--- config.mk ---
export PLATFORM = sky130hd
export DESIGN_NAME = tga_rle_pixel_decoder
export DESIGN_NICKNAME = d
export VERILOG_FILES = /design/src/hdl/trpd_pkg.sv /design/src/hdl/trpd_fifo.sv /design/src/hdl/trpd_front.sv /design/src/hdl/trpd_back.sv /design/src/hdl/tga_rle_pixel_decoder.sv
export VERILOG_INCLUDE_DIRS = /design/src /design/src/hdl
export SDC_FILE = /design/constraint.sdc
export NUM_CORES = 1
export LEC_CHECK = 0
export ABC_AREA = 1
export BUFFER_PORTS_ARGS = -buffer_cell sky130_fd_sc_hd__buf_2
export CAP_MARGIN = 20
export CORE_ASPECT_RATIO = 1.25
export CORE_MARGIN = 2
export CORE_UTILIZATION = 56
export CTS_CLUSTER_DIAMETER = 150
export DETAILED_ROUTE_END_ITERATION = 12
export PLACE_DENSITY = 0.77
export SLEW_MARGIN = 30
export SYNTH_ARGS = -nofsm -noshare
export SYNTH_HDL_FRONTEND = slang
export SYNTH_SLANG_ARGS = --single-unit
export TNS_END_PERCENT = 30
--- constraint.sdc ---
create_clock -name i_clk -period 4 [get_ports i_clk]
set_input_delay 0.6 -clock i_clk [delete_from_list [all_inputs] [get_ports i_clk]]
set_output_delay 0.6 -clock i_clk [all_outputs]
set_load 0.1 [all_outputs]
--- src/hdl/tga_rle_pixel_decoder_macros.svh ---
// Assertion macros shared by the decoder modules.
`ifndef TGA_RLE_PIXEL_DECODER_MACROS_SVH
`define TGA_RLE_PIXEL_DECODER_MACROS_SVH

`ifndef ASSERT_OFF
`define ASSERT_CHK(label, clk, rst_n, prop) \
    label: assert property (@(posedge clk) disable iff (!rst_n) prop) \
        else $error("assertion failed");
`define ASSERT_NEVER(label, clk, rst_n, cond) \
    label: assert property (@(posedge clk) disable iff (!rst_n) !(cond)) \
        else $error("forbidden condition seen");
`else
`define ASSERT_CHK(label, clk, rst_n, prop)
`define ASSERT_NEVER(label, clk, rst_n, cond)
`endif

`endif

--- src/hdl/trpd_pkg.sv ---
`timescale 1ns / 1ps
package trpd_pkg;

    localparam int CNT_W = 25;
    localparam int PB_W = 3;
    localparam int PIX_W = 32;
    localparam int REP_W = 8;
    localparam int DEF_MAX_PIXEL_BYTES = 4;
    localparam int DEF_QUEUE_DEPTH = 2;

    localparam logic [7:0] RUN_FLAG = 8'h80;
    localparam logic [7:0] LEN_MASK = 8'h7F;

    localparam logic [PB_W-1:0] RST_PIXEL_BYTES = 3'd3;
    localparam logic [CNT_W-1:0] RST_IMAGE_PIXELS = 25'd65536;

    localparam logic CFG_PIXEL_BYTES = 1'b0;
    localparam logic CFG_IMAGE_PIXELS = 1'b1;

    typedef struct packed {
        logic [PIX_W-1:0] value;
        logic [REP_W-1:0] count;
        logic raw;
        logic more;
    } t_pix_evt;

    typedef struct packed {
        logic [PIX_W-1:0] pixel_value;
        logic [REP_W-1:0] repeat_res;
        logic image_end;
        logic clipped;
    } t_result;

endpackage

--- src/hdl/trpd_fifo.sv ---
`timescale 1ns / 1ps
`include "tga_rle_pixel_decoder_macros.svh"
module trpd_fifo #(
    parameter int WIDTH = $bits(trpd_pkg::t_result),
    parameter int DEPTH = trpd_pkg::DEF_QUEUE_DEPTH
) (
    input  logic             i_clk,
    input  logic             i_rst_n,
    input  logic             i_push,
    input  logic [WIDTH-1:0] i_data,
    output logic             o_full,
    input  logic             i_pop,
    output logic [WIDTH-1:0] o_data,
    output logic             o_empty
);
    localparam int PTR_W = (DEPTH > 1) ? $clog2(DEPTH) : 1;
    localparam int CNT_W = $clog2(DEPTH + 1);

    logic [WIDTH-1:0] r_mem [DEPTH];
    logic [PTR_W-1:0] r_wr_ptr, n_wr_ptr;
    logic [PTR_W-1:0] r_rd_ptr, n_rd_ptr;
    logic [CNT_W-1:0] r_count, n_count;
    logic do_push, do_pop;

    assign o_full  = (r_count == CNT_W'(DEPTH));
    assign o_empty = (r_count == '0);
    assign do_push = i_push && !o_full;
    assign do_pop  = i_pop && !o_empty;
    assign o_data  = r_mem[r_rd_ptr];

    always_comb begin
        n_wr_ptr = r_wr_ptr;
        n_rd_ptr = r_rd_ptr;
        n_count  = r_count;
        if (do_push) begin
            n_wr_ptr = (r_wr_ptr == PTR_W'(DEPTH - 1)) ? '0 : r_wr_ptr + 1'b1;
        end
        if (do_pop) begin
            n_rd_ptr = (r_rd_ptr == PTR_W'(DEPTH - 1)) ? '0 : r_rd_ptr + 1'b1;
        end
        if (do_push && !do_pop) begin
            n_count = r_count + 1'b1;
        end else if (do_pop && !do_push) begin
            n_count = r_count - 1'b1;
        end
    end

    always_ff @(posedge i_clk) begin
        if (!i_rst_n) begin
            r_wr_ptr <= '0;
            r_rd_ptr <= '0;
            r_count  <= '0;
        end else begin
            r_wr_ptr <= n_wr_ptr;
            r_rd_ptr <= n_rd_ptr;
            r_count  <= n_count;
        end
    end

    always_ff @(posedge i_clk) begin
        if (do_push) begin
            r_mem[r_wr_ptr] <= i_data;
        end
    end

    `ASSERT_NEVER(a_fifo_overflow, i_clk, i_rst_n, i_push && o_full)
    `ASSERT_CHK(a_fifo_count, i_clk, i_rst_n, do_push && !do_pop |=> !o_empty)

endmodule

--- src/hdl/trpd_front.sv ---
`timescale 1ns / 1ps
`include "tga_rle_pixel_decoder_macros.svh"
module trpd_front #(
    parameter int MAX_PIXEL_BYTES = trpd_pkg::DEF_MAX_PIXEL_BYTES
) (
    input  logic                       i_clk,
    input  logic                       i_rst_n,
    input  logic [trpd_pkg::PB_W-1:0]  i_pixel_bytes,
    input  logic                       i_byte_valid,
    input  logic [7:0]                 i_byte,
    output logic                       o_evt_valid,
    output trpd_pkg::t_pix_evt         o_evt
);
    localparam int BI_W = (MAX_PIXEL_BYTES > 1) ? $clog2(MAX_PIXEL_BYTES) : 1;

    typedef enum logic [1:0] {
        PH_HEADER,
        PH_RUN,
        PH_RAW
    } t_phase;

    t_phase r_phase, n_phase;
    logic [7:0] r_packet_left, n_packet_left;
    logic [BI_W-1:0] r_byte_index, n_byte_index;
    logic [trpd_pkg::PIX_W-1:0] r_gather, n_gather;
    logic [3:0] pb_eff;
    logic [3:0] bi4;
    logic [trpd_pkg::PIX_W-1:0] gather_upd;
    logic [7:0] left_dec;

    always_comb begin
        if (i_pixel_bytes == '0) begin
            pb_eff = 4'd1;
        end else if ({1'b0, i_pixel_bytes} > 4'(MAX_PIXEL_BYTES)) begin
            pb_eff = 4'(MAX_PIXEL_BYTES);
        end else begin
            pb_eff = {1'b0, i_pixel_bytes};
        end
    end

    always_comb begin
        bi4 = 4'(r_byte_index);
        gather_upd = r_gather;
        if (bi4 < 4'd4) begin
            gather_upd[{bi4[1:0], 3'b000} +: 8] = r_gather[{bi4[1:0], 3'b000} +: 8] | i_byte;
        end
        left_dec = (r_packet_left != '0) ? r_packet_left - 8'd1 : r_packet_left;
    end

    always_comb begin
        n_phase       = r_phase;
        n_packet_left = r_packet_left;
        n_byte_index  = r_byte_index;
        n_gather      = r_gather;
        o_evt_valid   = 1'b0;
        o_evt.value   = gather_upd;
        o_evt.count   = 8'd1;
        o_evt.raw     = 1'b1;
        o_evt.more    = (left_dec != '0);
        if (i_byte_valid) begin
            unique case (r_phase)
                PH_HEADER: begin
                    n_packet_left = (i_byte & trpd_pkg::LEN_MASK) + 8'd1;
                    n_phase       = ((i_byte & trpd_pkg::RUN_FLAG) != '0) ? PH_RUN : PH_RAW;
                    n_byte_index  = '0;
                    n_gather      = '0;
                end
                PH_RUN, PH_RAW: begin
                    if (bi4 + 4'd1 < pb_eff) begin
                        n_byte_index = r_byte_index + 1'b1;
                        n_gather     = gather_upd;
                    end else begin
                        n_byte_index = '0;
                        n_gather     = '0;
                        o_evt_valid  = 1'b1;
                        if (r_phase == PH_RUN) begin
                            o_evt.count   = r_packet_left;
                            o_evt.raw     = 1'b0;
                            o_evt.more    = 1'b0;
                            n_packet_left = '0;
                            n_phase       = PH_HEADER;
                        end else begin
                            n_packet_left = left_dec;
                            if (left_dec == '0) begin
                                n_phase = PH_HEADER;
                            end
                        end
                    end
                end
                default: begin
                    n_phase = PH_HEADER;
                end
            endcase
        end
    end

    always_ff @(posedge i_clk) begin
        if (!i_rst_n) begin
            r_phase       <= PH_HEADER;
            r_packet_left <= '0;
            r_byte_index  <= '0;
            r_gather      <= '0;
        end else begin
            r_phase       <= n_phase;
            r_packet_left <= n_packet_left;
            r_byte_index  <= n_byte_index;
            r_gather      <= n_gather;
        end
    end

    `ASSERT_CHK(a_packet_owes, i_clk, i_rst_n, r_phase != PH_HEADER |-> r_packet_left != '0)

endmodule

--- src/hdl/trpd_back.sv ---
`timescale 1ns / 1ps
`include "tga_rle_pixel_decoder_macros.svh"
module trpd_back (
    input  logic                        i_clk,
    input  logic                        i_rst_n,
    input  logic [trpd_pkg::CNT_W-1:0]  i_image_pixels,
    input  logic                        i_evt_empty,
    input  trpd_pkg::t_pix_evt          i_evt,
    output logic                        o_evt_pop,
    input  logic                        i_res_full,
    output logic                        o_res_push,
    output trpd_pkg::t_result           o_res
);
    logic [trpd_pkg::CNT_W-1:0] r_pixels_done, n_pixels_done;
    logic r_overrun, n_overrun;
    logic [trpd_pkg::CNT_W-1:0] limit, remaining, count_ext;
    logic take_all;

    assign o_evt_pop = !i_evt_empty && !i_res_full;
    assign count_ext = trpd_pkg::CNT_W'(i_evt.count);

    always_comb begin
        limit     = (i_image_pixels == '0) ? trpd_pkg::CNT_W'(1) : i_image_pixels;
        remaining = (r_pixels_done < limit) ? limit - r_pixels_done : trpd_pkg::CNT_W'(1);
        take_all  = (count_ext >= remaining);
    end

    always_comb begin
        n_pixels_done     = r_pixels_done;
        n_overrun         = r_overrun;
        o_res_push        = 1'b0;
        o_res.pixel_value = i_evt.value;
        o_res.repeat_res  = i_evt.count;
        o_res.image_end   = 1'b0;
        o_res.clipped     = 1'b0;
        if (o_evt_pop) begin
            if (i_evt.raw && r_overrun) begin
                if (!i_evt.more) begin
                    n_overrun = 1'b0;
                end
            end else begin
                o_res_push = 1'b1;
                if (take_all) begin
                    o_res.repeat_res = remaining[trpd_pkg::REP_W-1:0];
                    o_res.image_end  = 1'b1;
                    o_res.clipped    = (count_ext > remaining) || (i_evt.raw && i_evt.more);
                    n_overrun        = i_evt.raw && i_evt.more;
                    n_pixels_done    = '0;
                end else begin
                    n_pixels_done = r_pixels_done + count_ext;
                end
            end
        end
    end

    always_ff @(posedge i_clk) begin
        if (!i_rst_n) begin
            r_pixels_done <= '0;
            r_overrun     <= 1'b0;
        end else begin
            r_pixels_done <= n_pixels_done;
            r_overrun     <= n_overrun;
        end
    end

    `ASSERT_CHK(a_ovr_source, i_clk, i_rst_n,
        $rose(r_overrun) |-> $past(o_evt_pop && i_evt.raw && i_evt.more))
    `ASSERT_CHK(a_end_clears, i_clk, i_rst_n,
        o_res_push && o_res.image_end |=> r_pixels_done == '0)
    `ASSERT_NEVER(a_rep_zero, i_clk, i_rst_n, o_res_push && o_res.repeat_res == '0)

endmodule

--- src/hdl/tga_rle_pixel_decoder.sv ---
`timescale 1ns / 1ps
// TGA run-length pixel decoder.
// Input queue side: one coded byte on i_data_byte is taken at each edge with
// push high and full low. Result queue side: while empty is low the oldest
// result (pixel, repeat count, image end, clip flag) sits on the o_ ports and
// leaves at an edge with pop high. A run gives one result; each raw pixel one,
// but none past the image end. Configuration: i_cfg_index selects pixel
// bytes or image pixels, written at an edge with i_cfg_valid high;
// o_cfg_ready is always high. Write only idle. Throughput: one byte per
// cycle while full is low, set by the byte parser; the pixel counter retires
// one event per cycle while the result queue has room, a two-entry queue
// between them. When pop stays low the two-entry result queue fills, then
// the event queue, and full rises; nothing is lost. Reset (i_rst_n low at an
// edge) empties both queues, waits for a packet header and restores pixel
// bytes 3 and image pixels 65536. No clearing pass follows reset.
module tga_rle_pixel_decoder #(
    parameter int MAX_PIXEL_BYTES = trpd_pkg::DEF_MAX_PIXEL_BYTES
) (
    input  logic                          i_clk,
    input  logic                          i_rst_n,
    input  logic                          push,
    output logic                          full,
    input  logic [7:0]                    i_data_byte,
    output logic                          empty,
    input  logic                          pop,
    output logic [trpd_pkg::PIX_W-1:0]    o_pixel_value,
    output logic [trpd_pkg::REP_W-1:0]    o_repeat_res,
    output logic                          o_image_end,
    output logic                          o_clipped,
    input  logic                          i_cfg_valid,
    output logic                          o_cfg_ready,
    input  logic                          i_cfg_index,
    input  logic [trpd_pkg::CNT_W-1:0]    i_cfg_data
);
    localparam int EVT_W = $bits(trpd_pkg::t_pix_evt);
    localparam int RES_W = $bits(trpd_pkg::t_result);

    logic [trpd_pkg::PB_W-1:0] r_pixel_bytes;
    logic [trpd_pkg::CNT_W-1:0] r_image_pixels;
    logic byte_take;
    logic evt_valid, evt_pop, evt_empty;
    trpd_pkg::t_pix_evt evt_in, evt_out;
    logic [EVT_W-1:0] evt_q;
    logic res_full, res_push;
    trpd_pkg::t_result res_in, res_out;
    logic [RES_W-1:0] res_q;

    assign o_cfg_ready = 1'b1;
    assign byte_take   = push && !full;

    always_ff @(posedge i_clk) begin
        if (!i_rst_n) begin
            r_pixel_bytes  <= trpd_pkg::RST_PIXEL_BYTES;
            r_image_pixels <= trpd_pkg::RST_IMAGE_PIXELS;
        end else if (i_cfg_valid && o_cfg_ready) begin
            unique case (i_cfg_index)
                trpd_pkg::CFG_PIXEL_BYTES:  r_pixel_bytes  <= i_cfg_data[trpd_pkg::PB_W-1:0];
                trpd_pkg::CFG_IMAGE_PIXELS: r_image_pixels <= i_cfg_data;
                default: ;
            endcase
        end
    end

    trpd_front #(
        .MAX_PIXEL_BYTES(MAX_PIXEL_BYTES)
    ) u_front (
        .i_clk        (i_clk),
        .i_rst_n      (i_rst_n),
        .i_pixel_bytes(r_pixel_bytes),
        .i_byte_valid (byte_take),
        .i_byte       (i_data_byte),
        .o_evt_valid  (evt_valid),
        .o_evt        (evt_in)
    );

    trpd_fifo #(
        .WIDTH(EVT_W),
        .DEPTH(trpd_pkg::DEF_QUEUE_DEPTH)
    ) u_evt_q (
        .i_clk  (i_clk),
        .i_rst_n(i_rst_n),
        .i_push (evt_valid),
        .i_data (evt_in),
        .o_full (full),
        .i_pop  (evt_pop),
        .o_data (evt_q),
        .o_empty(evt_empty)
    );

    assign evt_out = evt_q;

    trpd_back u_back (
        .i_clk         (i_clk),
        .i_rst_n       (i_rst_n),
        .i_image_pixels(r_image_pixels),
        .i_evt_empty   (evt_empty),
        .i_evt         (evt_out),
        .o_evt_pop     (evt_pop),
        .i_res_full    (res_full),
        .o_res_push    (res_push),
        .o_res         (res_in)
    );

    trpd_fifo #(
        .WIDTH(RES_W),
        .DEPTH(trpd_pkg::DEF_QUEUE_DEPTH)
    ) u_res_q (
        .i_clk  (i_clk),
        .i_rst_n(i_rst_n),
        .i_push (res_push),
        .i_data (res_in),
        .o_full (res_full),
        .i_pop  (pop),
        .o_data (res_q),
        .o_empty(empty)
    );

    assign res_out       = res_q;
    assign o_pixel_value = res_out.pixel_value;
    assign o_repeat_res  = res_out.repeat_res;
    assign o_image_end   = res_out.image_end;
    assign o_clipped     = res_out.clipped;

endmodule
==> qor.yml, run 1 <==
cts_buffer_depth: 3
tns_ps: 0
grt-ovfl-total: 0
avgSynthCellArea_um2: 8.52
outcome: "completed"
grt_pass1_wl_um: 55000
worst-setup-path-type: "flop to flop"
drc: 0
power_mw: 12.4
hold_buffers: 0
num-fill-cells: 2052
cts_root_buf: "clkbuf_16"
final_nets: 1877
dpl.hpwl_um: 24600
rows: 65
place.gp.congestion: 0.925
clkPwrFrac_pct: 18.5
synth-seq-area-share_pct: 50.3
cp_data_required_time_ps: 4280
max-slew-margin-rel_pct: 43.2
tritoncts: "yes"
worst_pin_slew_ps: 852
swShare_pct: 46.6
synth-main-ff-cell: "edfxtp_1"
p_leak_nw: 6.93
drive_gt1_share_pct: 17.3
numCtsBuffers: 26
die_height_um: 183
die_x_um: 147
yosys.area.top_type_share_pct: 35.2
p_seq_share_pct: 31.6
synthTopCellsByArea: "edfxtp_1, dfxtp_1, nand2_1"
synthCells: 1682
crit_arrival_ps: 4240
antennaDiodeCount: 0
yosysWarnings: 0
hold_path.class: "primary input to flop"
worst_hold_slack_ps: 255
max_freq_ghz: 0.253
synthArstFlopShare_pct: 0
drtAntennaViolNets: 0
synth_area_um2: 14300
final_max_slew_viol_count: 0
io_buffer_count: 82
final_util_pct: 65.1
wl_per_cell_um: 16.0
h-tree-depth: 1
worstPathMaxFanout: 8
clkLatencyLatePin_ps: 550
drtPass1Iterations: 6
area_growth_pct: 14.4
first_iter_violations: 1057
grt_max_degree: 46
switchingPower_mw: 5.80
antenna_found_initial: 0
clock_skew_ps: 17.0
synth_edf_count: 168
fin_crit_sh_pct: 98.9
endpoint_kind: "flop"
setup_violations: 0
maxCapViolCount: 0
wl_um: 34200
num_io_pins: 84
hold_violations: 0
synth-seq-cells: 276
clkTransAtPathRegs_ps: 60
cp-start-kind: "flop"
grt_pass1_vias: 11100
timing.final.crit_period_ps: 3960
powerDensity_nw_per_um2: 759
cts_sinks: 276
die_area_um2: 26900
synth_cell_type_count: 53
num_vias: 11600
synth_top_area_cell: "edfxtp_1"
power_frac_comb_pct: 49.8
grt_usage_pct: 25.3
rsz0062_at_grt: "true"
syn_nets: 1781
core-area_um2: 25200
p_int_mw: 6.65
max-vdd-ir-drop_mv: 0.506
initial_utilization_pct: 56.9
drt-vias-per-instance: 5.43
==> synth_stat cells, drive strengths merged, types with 2 or more instances <==
master / count
a211oi: 15
a21oi: 72
a22oi: 25
a31oi: 2
and3: 2
buf: 11
clkbuf: 61
clkinv: 3
dfxtp: 108
edfxtp: 168
fa: 2
ha: 58
inv: 221
mux2: 42
mux2i: 2
nand2: 429
nand3: 57
nand3b: 5
nand4: 15
nor2: 195
nor3: 27
nor4: 10
o21ai: 84
o21bai: 5
o22ai: 20
o32ai: 9
or2: 3
xnor2: 7
xor2: 15
==> logic make-up (layout without fill, tap and decap cells) <==
group / count (synthesis) / in the layout / synth area share [%]
fa+ha+maj: 60 / 60 / 5.34
flops: 276 / 276 / 50.3
mux: 44 / 44 / 3.44
other cells: 1 / 1 / 0.0262
xor+xnor: 22 / 22 / 1.34
simple gates: 745 / 745 / 21.7
buf+inv: 296 / 412 / 8.03
compound gates: 238 / 238 / 9.84
==> state kept, by name (all words and copies together), names as in the netlist, 2 cells and up, named ones only <==
register and flops:
u_evt_q.r_mem 84, u_front.r_gather 32, r_image_pixels 25, u_front.r_phase 2, u_back.r_pixels_done 25, u_front.r_byte_index 2
r_pixel_bytes 3, u_evt_q.r_count 2, u_res_q.r_count 2, u_front.r_packet_left 8, u_res_q.r_mem 84
==> power by group through the flow <==
stage	clock network (mW)	logic [mW]	registers, mW
detailed placement	0	5.92	3.99
finish	2.31	6.21	3.93
CTS	2.35	5.96	3.94
global placement	0	5.85	3.96
global route	2.45	6.71	3.99
floorplan	0	4.70	3.89
==> worst max-delay path, stage by stage (launching register included) <==
cell	delay, ps
dfxtp_4	360
nor4_4	290
nand2_1	110
nor4_2	210
nor2_1	110
ha_2	190
inv_2	90
fa_2	220
nand3_2	80
nand3_2	100
nand2_1	70
nand2_2	70
xor2_1	140
nand2_1	130
ha_4	290
nand2_2	40
or4_4	410
a21oi_2	130
nand3_2	100
nand2_2	100
nand3_4	110
buf_8	180
nand2_1	90
o21ai_2	70
==> cells in the final DEF (no fill, tap or decap), types with 28 or more instances in the layout <==
cell type	n
nand2_1	418
inv_1	212
nor2_1	169
edfxtp_1	168
dfxtp_1	106
buf_2	82
o21ai_0	74
a21oi_1	64
ha_1	54
nand3_1	51
buf_4	50
mux2_2	42
clkbuf_16	28
==> path summary, 6_finish.rpt <==
check        cells past startpoint                       startpoint                              end  slack (ps)
min reg2reg                      1    u_evt_q.r_rd_ptr$_SDFFE_PN0P_    u_evt_q.r_rd_ptr$_SDFFE_PN0P_         460
max reg2reg                     23  r_image_pixels[19]$_SDFFE_PN0P_    u_res_q.r_mem[0][6]$_DFFE_PP_          40
max                             23  r_image_pixels[19]$_SDFFE_PN0P_    u_res_q.r_mem[0][6]$_DFFE_PP_          40
min                              3                   i_cfg_data[16]  r_image_pixels[16]$_SDFFE_PN1P_         260
==> metal layers <==
layer	up-vias	track usage, %	wire length [um]
met5	-	0	0
met4	0	6.73	743
met3	58	2.81	2220
met2	381	43.7	16600
met1	5408	34.2	14600
li1	5743	-	-
==> stage by stage <==
step / instance area (um^2) / setup WS, ps / instances
6_report: 16400 / 44.0 / 2133
2_1_floorplan: 14300 / -340 / 1682
3_5_place_dp: 15300 / -133 / 2081
4_1_cts: 16200 / 2.55 / 2129
5_1_grt: 16400 / -242 / 2133
3_3_place_gp: 15300 / -35.6 / 2081
==> final cells by class <==
| class | instances | area, um^2 | area share (%) |
|---|---|---|---|
| clock buffer | 37 | 724 | 4.42 |
| multi-input combinational | 1110 | 6210 | 37.9 |
| sequential | 276 | 7210 | 44.0 |
| clock inverter | 11 | 72.6 | 0.442 |
| timing repair buffer | 140 | 920 | 5.61 |
| inverter | 224 | 841 | 5.13 |
| tap | 335 | 419 | 2.56 |
==> what timing repair did <==
action	in CTS	in global routing
setup endpoints to repair	40	46
buffers inserted	0	3
gates resized for setup	7	49
cloned	0	1
hold endpoints to repair	0	0
pin swaps	0	19
(Power assumes the default switching activity.)
==> run 2: changes to the inputs <==
--- a/config.mk
+++ b/config.mk
@@ -14,7 +14,9 @@
 export CORE_UTILIZATION = 56
 export CTS_CLUSTER_DIAMETER = 150
 export DETAILED_ROUTE_END_ITERATION = 12
+export MAX_ROUTING_LAYER = met4
 export PLACE_DENSITY = 0.77
+export REMOVE_ABC_BUFFERS = 1
 export SLEW_MARGIN = 30
 export SYNTH_ARGS = -nofsm -noshare
 export SYNTH_HDL_FRONTEND = slang
==> run 2 against run 1 <==
  * The run now ends with setup timing left
  * Cell count up 1.0%
  * Critical path type unchanged
  * Die area unchanged
  * Critical path depth unchanged
  * Clock power up 2%
  * Total power up 2.2%
  * Utilization up 1.0 points
  * Non-clock buffer count up 21
  * Critical endpoint is now u_res_q.r_mem[0][5]$_DFFE_PP_
  * Sequential share of layout area down 0.68 points
  * Routed wire length up 5.3%
  * Clock skew down 6.7 ps
  * Cell area up 1.5%
==> qor.yml, run 2 (synthesized netlist as in run 1, its figures left out) <==
die_area_um2: 26900  # unchanged
io_buffer_count: 82  # unchanged
first_iter_violations: 930  # -12%
rsz0062_at_grt: "true"
core-area_um2: 25200  # unchanged
dpl.hpwl_um: 25500  # +3.5%
rrSetupSlack_ps: -160  # -200 ps
fin_crit_sh_pct: 104  # +5.1 points
setup_ws_ps: -158  # -202 ps
drtAntennaViolNets: 0  # unchanged
worst_r2r_startpoint: "r_image_pixels[23]$_SDFFE_PN0P_"
hold_depth: 3  # unchanged
clkTransAtPathRegs_ps: 60  # about the same
worst_pin_slew_ps: 874  # +22.0 ps
cts_buffer_depth: 3  # unchanged
drt-vias-per-instance: 5.46  # +0.41%
tritoncts: "yes"
instances_no_fill: 2155  # +1.0%
cp_data_required_time_ps: 4290  # about the same
hold_path.class: "primary input to flop"
drtPass1Iterations: 5  # -1
antenna_found_initial: 0  # unchanged
worstSetupStartpoint: "r_image_pixels[23]$_SDFFE_PN0P_"
worst-setup-path-type: "flop to flop"
outcome: "complete, but fails checks"
max_freq_ghz: 0.240  # -4.9%
powerDensity_nw_per_um2: 764  # +0.62%
r2r_end: "u_res_q.r_mem[0][5]$_DFFE_PP_"
drc: 0  # unchanged
cp-start-kind: "flop"
power_mw: 12.7  # +2.2%
endpoint_kind: "flop"
reg2reg_depth: 23  # unchanged
wl_per_cell_um: 16.7  # +4.2%
hold_buffers: 0  # unchanged
rows: 65  # unchanged
grt-ovfl-total: 0  # unchanged
numPlacedInstances: 2092  # +0.53%
area_growth_pct: 16.2
cts_root_buf: "clkbuf_16"
maxCapViolCount: 0  # unchanged
top_regs: "u_evt_q.r_mem: 84 flops, u_res_q.r_mem: 84 flops, u_front.r_gather: 32 flops"
layout_commonest_cell: "nand2_1"
crit_arrival_ps: 4450  # +210 ps
violations: "setup timing"
antennaDiodeCount: 0  # unchanged
numCtsBuffers: 26  # unchanged
dp_slack_ps: -309  # -176 ps
grt_pass1_wl_um: 56300  # +2.3%
die_height_um: 183  # unchanged
max-vdd-ir-drop_mv: 0.699  # +38%
hold_violations: 0  # unchanged
drive_gt1_share_pct: 18.8  # +1.5 points
initial_utilization_pct: 56.9  # unchanged
worstPathMaxFanout: 4  # -4
layout_common_cells: "nand2_1, inv_1, edfxtp_1"
max-slew-margin-rel_pct: 41.7  # -1.6 points
grt_pass1_vias: 11500  # +3.8%
num_io_pins: 84  # unchanged
grt_usage_pct: 26.9  # +1.6 points
grt_max_degree: 46  # unchanged
final_max_slew_viol_count: 0  # unchanged
clock_skew_ps: 10.3  # -6.71 ps
cts_sinks: 276  # unchanged
num_vias: 11800  # +1.4%
final_nets: 1899  # +1.2%
h-tree-depth: 1  # unchanged
hold_start: "i_cfg_data[1]"
die_x_um: 147  # unchanged
timing.final.crit_period_ps: 4160  # +202 ps
p_leak_nw: 7.06  # +1.9%
place.gp.congestion: 0.953  # +3.0%
whs_endpoint: "r_pixel_bytes[1]$_SDFFE_PN1P_"
wl_um: 36000  # +5.3%
clkLatencyLatePin_ps: 540  # about the same
setup_violations: 43  # +43
-- run 2: worst max-delay path by stage --
stage,to,slack (ps)
after floorplan,u_evt_q.r_mem[1][0]$_DFFE_PP_,-760
after global placement,u_res_q.r_mem[0][2]$_DFFE_PP_,-160
after detailed placement,u_res_q.r_mem[1][2]$_DFFE_PP_,-310
after CTS,u_res_q.r_mem[1][7]$_DFFE_PP_,-30
after global routing,u_res_q.r_mem[1][3]$_DFFE_PP_,-370
final,u_res_q.r_mem[0][5]$_DFFE_PP_,-160
-- run 2: area by class of cell --
cell class,instances,area [um^2]
clock inverters,11,93.8
inverters,224,846
well taps,335,419
fillers,2044,8560
multi-input cells,1111,6280
repair buffers,161,1090
clock buffers,37,712
flip-flops and latches,276,7210
-- run 2: metrics by stage --
step / utilization (%) / instance area (um^2) / setup TNS (ps) / hold slack, ps
finish: 66.1 / 16700 / -5210 / 293
global route: 66.1 / 16700 / -15100 / 279
CTS: 64.9 / 16400 / -241 / 271
detailed placement: 61.2 / 15400 / -9670 / 445
global placement: 61.2 / 15400 / -3620 / 430
floorplan: - / 14000 / -69360 / 425
-- run 2: metal layers --
metal | GRT usage, % | vias up | part of all wire (%)
met5 | - | - | 0
met4 | 12.2 | 0 | 4.8
met3 | 3.66 | 107 | 5.2
met2 | 48.1 | 364 | 51
met1 | 29.9 | 5494 | 39
li1 | - | 5792 | -
-- run 2: timing repair --
action | CTS | global route
gates resized for setup | 23 | 49
cloned | 1 | 2
hold endpoints to repair | 0 | 0
setup buffers | 4 | 8
endpoints found under the setup margin | 45 | 46
pin swaps | 3 | 17
-- run 2: worst max-delay path, stage by stage (launching register included) --
cell	delay [ps]
dfxtp_1	320
nor4_2	330
nand2_2	130
nor4_4	290
nor2_2	80
ha_2	200
inv_4	70
fa_2	240
nand3_4	100
nand3_4	100
nand2_2	60
nand2_2	60
xor2_1	160
nand2_1	140
ha_4	300
nand2_1	80
or4_4	430
a21oi_2	150
nand3_2	100
nand2_2	110
nand3_4	130
clkbuf_16	210
nand2_2	50
o21ai_2	70
-- run 2: power breakdown --
group          switching [mW]  internal [mW]
clock                    1.04           1.31
combinational            4.66           1.79
sequential              0.233           3.69
total                    5.93           6.79
==> run 3: changes to the inputs <==
--- a/config.mk
+++ b/config.mk
@@ -11,11 +11,11 @@
 export CAP_MARGIN = 20
 export CORE_ASPECT_RATIO = 1.25
 export CORE_MARGIN = 2
-export CORE_UTILIZATION = 56
+export CORE_UTILIZATION = 50
 export CTS_CLUSTER_DIAMETER = 150
 export DETAILED_ROUTE_END_ITERATION = 12
 export MAX_ROUTING_LAYER = met4
-export PLACE_DENSITY = 0.77
+export PLACE_DENSITY = 0.7
 export REMOVE_ABC_BUFFERS = 1
 export SLEW_MARGIN = 30
 export SYNTH_ARGS = -nofsm -noshare
==> run 3 against run 2 <==
  * The flow still finishes with violations (setup timing)
  * Setup slack improved by 85 ps
  * Clock power up 3%
  * Total power up 3.7%
  * Sequential power about the same
  * First-iteration DRC count down 12%
  * Cell area rose by 1.9%
  * Combinational power is 6.0% higher
  * Critical path depth is 2 higher
  * Largest cell class unchanged
  * Largest power group unchanged
==> qor.yml, run 3 (synthesized netlist as in run 1, its figures left out) <==
timing.final.crit_period_ps: 4070  # -85.1 ps
power_frac_comb_pct: 51.8  # +1.1 points
core-area_um2: 28300  # +12%
die_height_um: 193  # +5.7%
multi_input_area_um2: 6300  # +0.26%
final_max_slew_viol_count: 0  # unchanged
hold_buffers: 0  # unchanged
p_leak_nw: 7.22  # +2.3%
wl_per_cell_um: 16.9  # +1.1%
grt-ovfl-total: 0  # unchanged
drtPass1Iterations: 5  # unchanged
antennaDiodeCount: 0  # unchanged
cp_data_required_time_ps: 4290  # about the same
num_io_pins: 84  # unchanged
rsz0062_at_grt: "true"
tritoncts: "yes"
setup_ws_ps: -73.2  # +85.1 ps
clkPwrFrac_pct: 18.3  # about the same
top_regs: "u_evt_q.r_mem: 84 flops, u_res_q.r_mem: 84 flops, u_front.r_gather: 32 flops"
die_area_um2: 30100  # +12%
io_buffer_count: 82  # unchanged
cp-start-kind: "flop"
die_x_um: 155  # +5.7%
cts_buffer_depth: 3  # unchanged
antenna_found_initial: 0  # unchanged
grt_pass1_wl_um: 59500  # +5.7%
outcome: "complete, but fails checks"
num-fill-cells: 2457  # +20%
worstPathMaxFanout: 8  # +4
switchingPower_mw: 6.05  # +1.9%
setup_violations: 25  # -42%
layout_common_cells: "nand2_1, inv_1, nor2_1, edfxtp_1, dfxtp_1"
num_vias: 11800  # +0.18%
clkLatencyLatePin_ps: 540  # about the same
drc: 0  # unchanged
cp_top_family: "simple AND/OR/NAND/NOR gates"
crit_buf_inv: 3  # +1
max_freq_ghz: 0.246  # +2.1%
p_int_mw: 7.15  # +5.3%
worst_pin_slew_ps: 883  # +9.08 ps
initial_utilization_pct: 50.6  # -6.2 points
grt_max_degree: 46  # unchanged
hold_path.class: "primary input to flop"
numCtsBuffers: 26  # unchanged
cts_sinks: 276  # unchanged
critPathSlowestCell: "ha_2"
drtAntennaViolNets: 0  # unchanged
worst-setup-path-type: "flop to flop"
layout_commonest_cell: "nand2_1"
max-slew-margin-rel_pct: 41.1  # -0.52 points
area_growth_pct: 18.3
drt-vias-per-instance: 5.34  # -2.0%
crit_arrival_ps: 4360  # -90 ps
hold_violations: 0  # unchanged
cpMostUsedCell: "nand2_1"
dpl.hpwl_um: 26300  # +3.0%
powerDensity_nw_per_um2: 778  # +1.8%
fin_crit_sh_pct: 102  # -2.1 points
rows: 69  # +6.2%
clock_skew_ps: 18.6  # +8.34 ps
first_iter_violations: 821  # -12%
worst_hold_slack_ps: 285  # -8.59 ps
wl_um: 37200  # +3.4%
tns_ps: -512  # +4700 ps
drive_gt1_share_pct: 20.4  # +1.5 points
grt_pass1_vias: 11800  # +2.9%
place.gp.congestion: 0.881  # -7.5%
endpoint_kind: "flop"
p_seq_share_pct: 29.9  # -1.0 points
critPathMaxStageDelay_ps: 340  # -90 ps
violations: "setup timing"
cts_root_buf: "clkbuf_16"
max-vdd-ir-drop_mv: 0.713  # +2.0%
clkTransAtPathRegs_ps: 60  # about the same
h-tree-depth: 1  # unchanged
final_nets: 1928  # +1.5%
grt_usage_pct: 25.5  # -1.4 points
maxCapViolCount: 0  # unchanged
seqCellArea_um2: 7210  # about the same
swShare_pct: 45.8  # -0.81 points
run 3: what timing repair did:
item | in CTS | in global routing
gates resized for setup | 33 | 43
cloned | 2 | 0
setup buffers | 35 | 8
pin swaps | 16 | 24
setup endpoints to repair | 41 | 46
run 3: worst reg2reg max path: stages, from the launching register on:
cell      delay, ps
dfxtp_2         330
nor4_4          280
nand2_1          90
nor4_2          290
nor2_2           90
ha_2            340
nand4_1          90
nand3b_1        190
buf_4           150
o21ai_2         110
nor2_1          100
inv_1           130
ha_4            140
nand2_2          60
nor3_1          230
nor2_1           90
o21ai_1         170
a21o_1          150
nand2_1          50
nor2_1           80
nand2_1          70
nand2_2         100
nand3_4         130
buf_12          190
nand2_1         120
o21ai_4          80
run 3: power by group through the flow:
stage	Clock [mW]	Combinational, mW	Sequential [mW]
finish	2.41	6.84	3.94
CTS	2.45	6.50	3.94
detailed placement	0	6.00	4.00
global route	2.57	7.38	3.99
floorplan	0	4.52	3.98
global placement	0	5.94	3.97
run 3: path summary, 6_finish.rpt:
check | startpoint | to | slack, ps | depth (start not counted)
worst max-delay path | r_image_pixels[15]$_SDFFE_PN0P_ | u_res_q.r_mem[1][8]$_DFFE_PP_ | -70 | 25
worst min-delay path | i_cfg_data[16] | r_image_pixels[16]$_SDFFE_PN1P_ | 280 | 3
worst max register to register | r_image_pixels[15]$_SDFFE_PN0P_ | u_res_q.r_mem[1][8]$_DFFE_PP_ | -70 | 25
worst min register to register | u_evt_q.r_rd_ptr$_SDFFE_PN0P_ | u_evt_q.r_rd_ptr$_SDFFE_PN0P_ | 470 | 1
run 3: final cells by class:
type / count / share of cell area [%]
inverters: 224 / 4.96
flip-flops and latches: 276 / 42.5
clock inverters: 17 / 0.944
well taps: 355 / 2.62
multi-input cells: 1110 / 37.1
clock buffers: 31 / 4.01
repair buffers: 191 / 7.83
run 3: through the flow:
step | utilization [%] | area (um^2) | power (mW) | instances | worst slack (ps)
global route | 59.9 | 17000 | 13.9 | 2204 | -367
global placement | 54.5 | 15400 | 9.91 | 2112 | -112
CTS | 59.0 | 16700 | 12.9 | 2197 | 0.942
detailed placement | 54.6 | 15400 | 10.0 | 2112 | -189
finish | 59.9 | 17000 | 13.2 | 2204 | -73.2
floorplan | - | 14000 | 8.50 | 1610 | -763
run 3: routing by layer:
metal,share of wire (%),wire [um],GRT usage [%]
met1,41,15300,30.4
met4,3.9,1450,9.58
met3,4.6,1720,2.98
met5,0,0,-
met2,50,18700,44.1
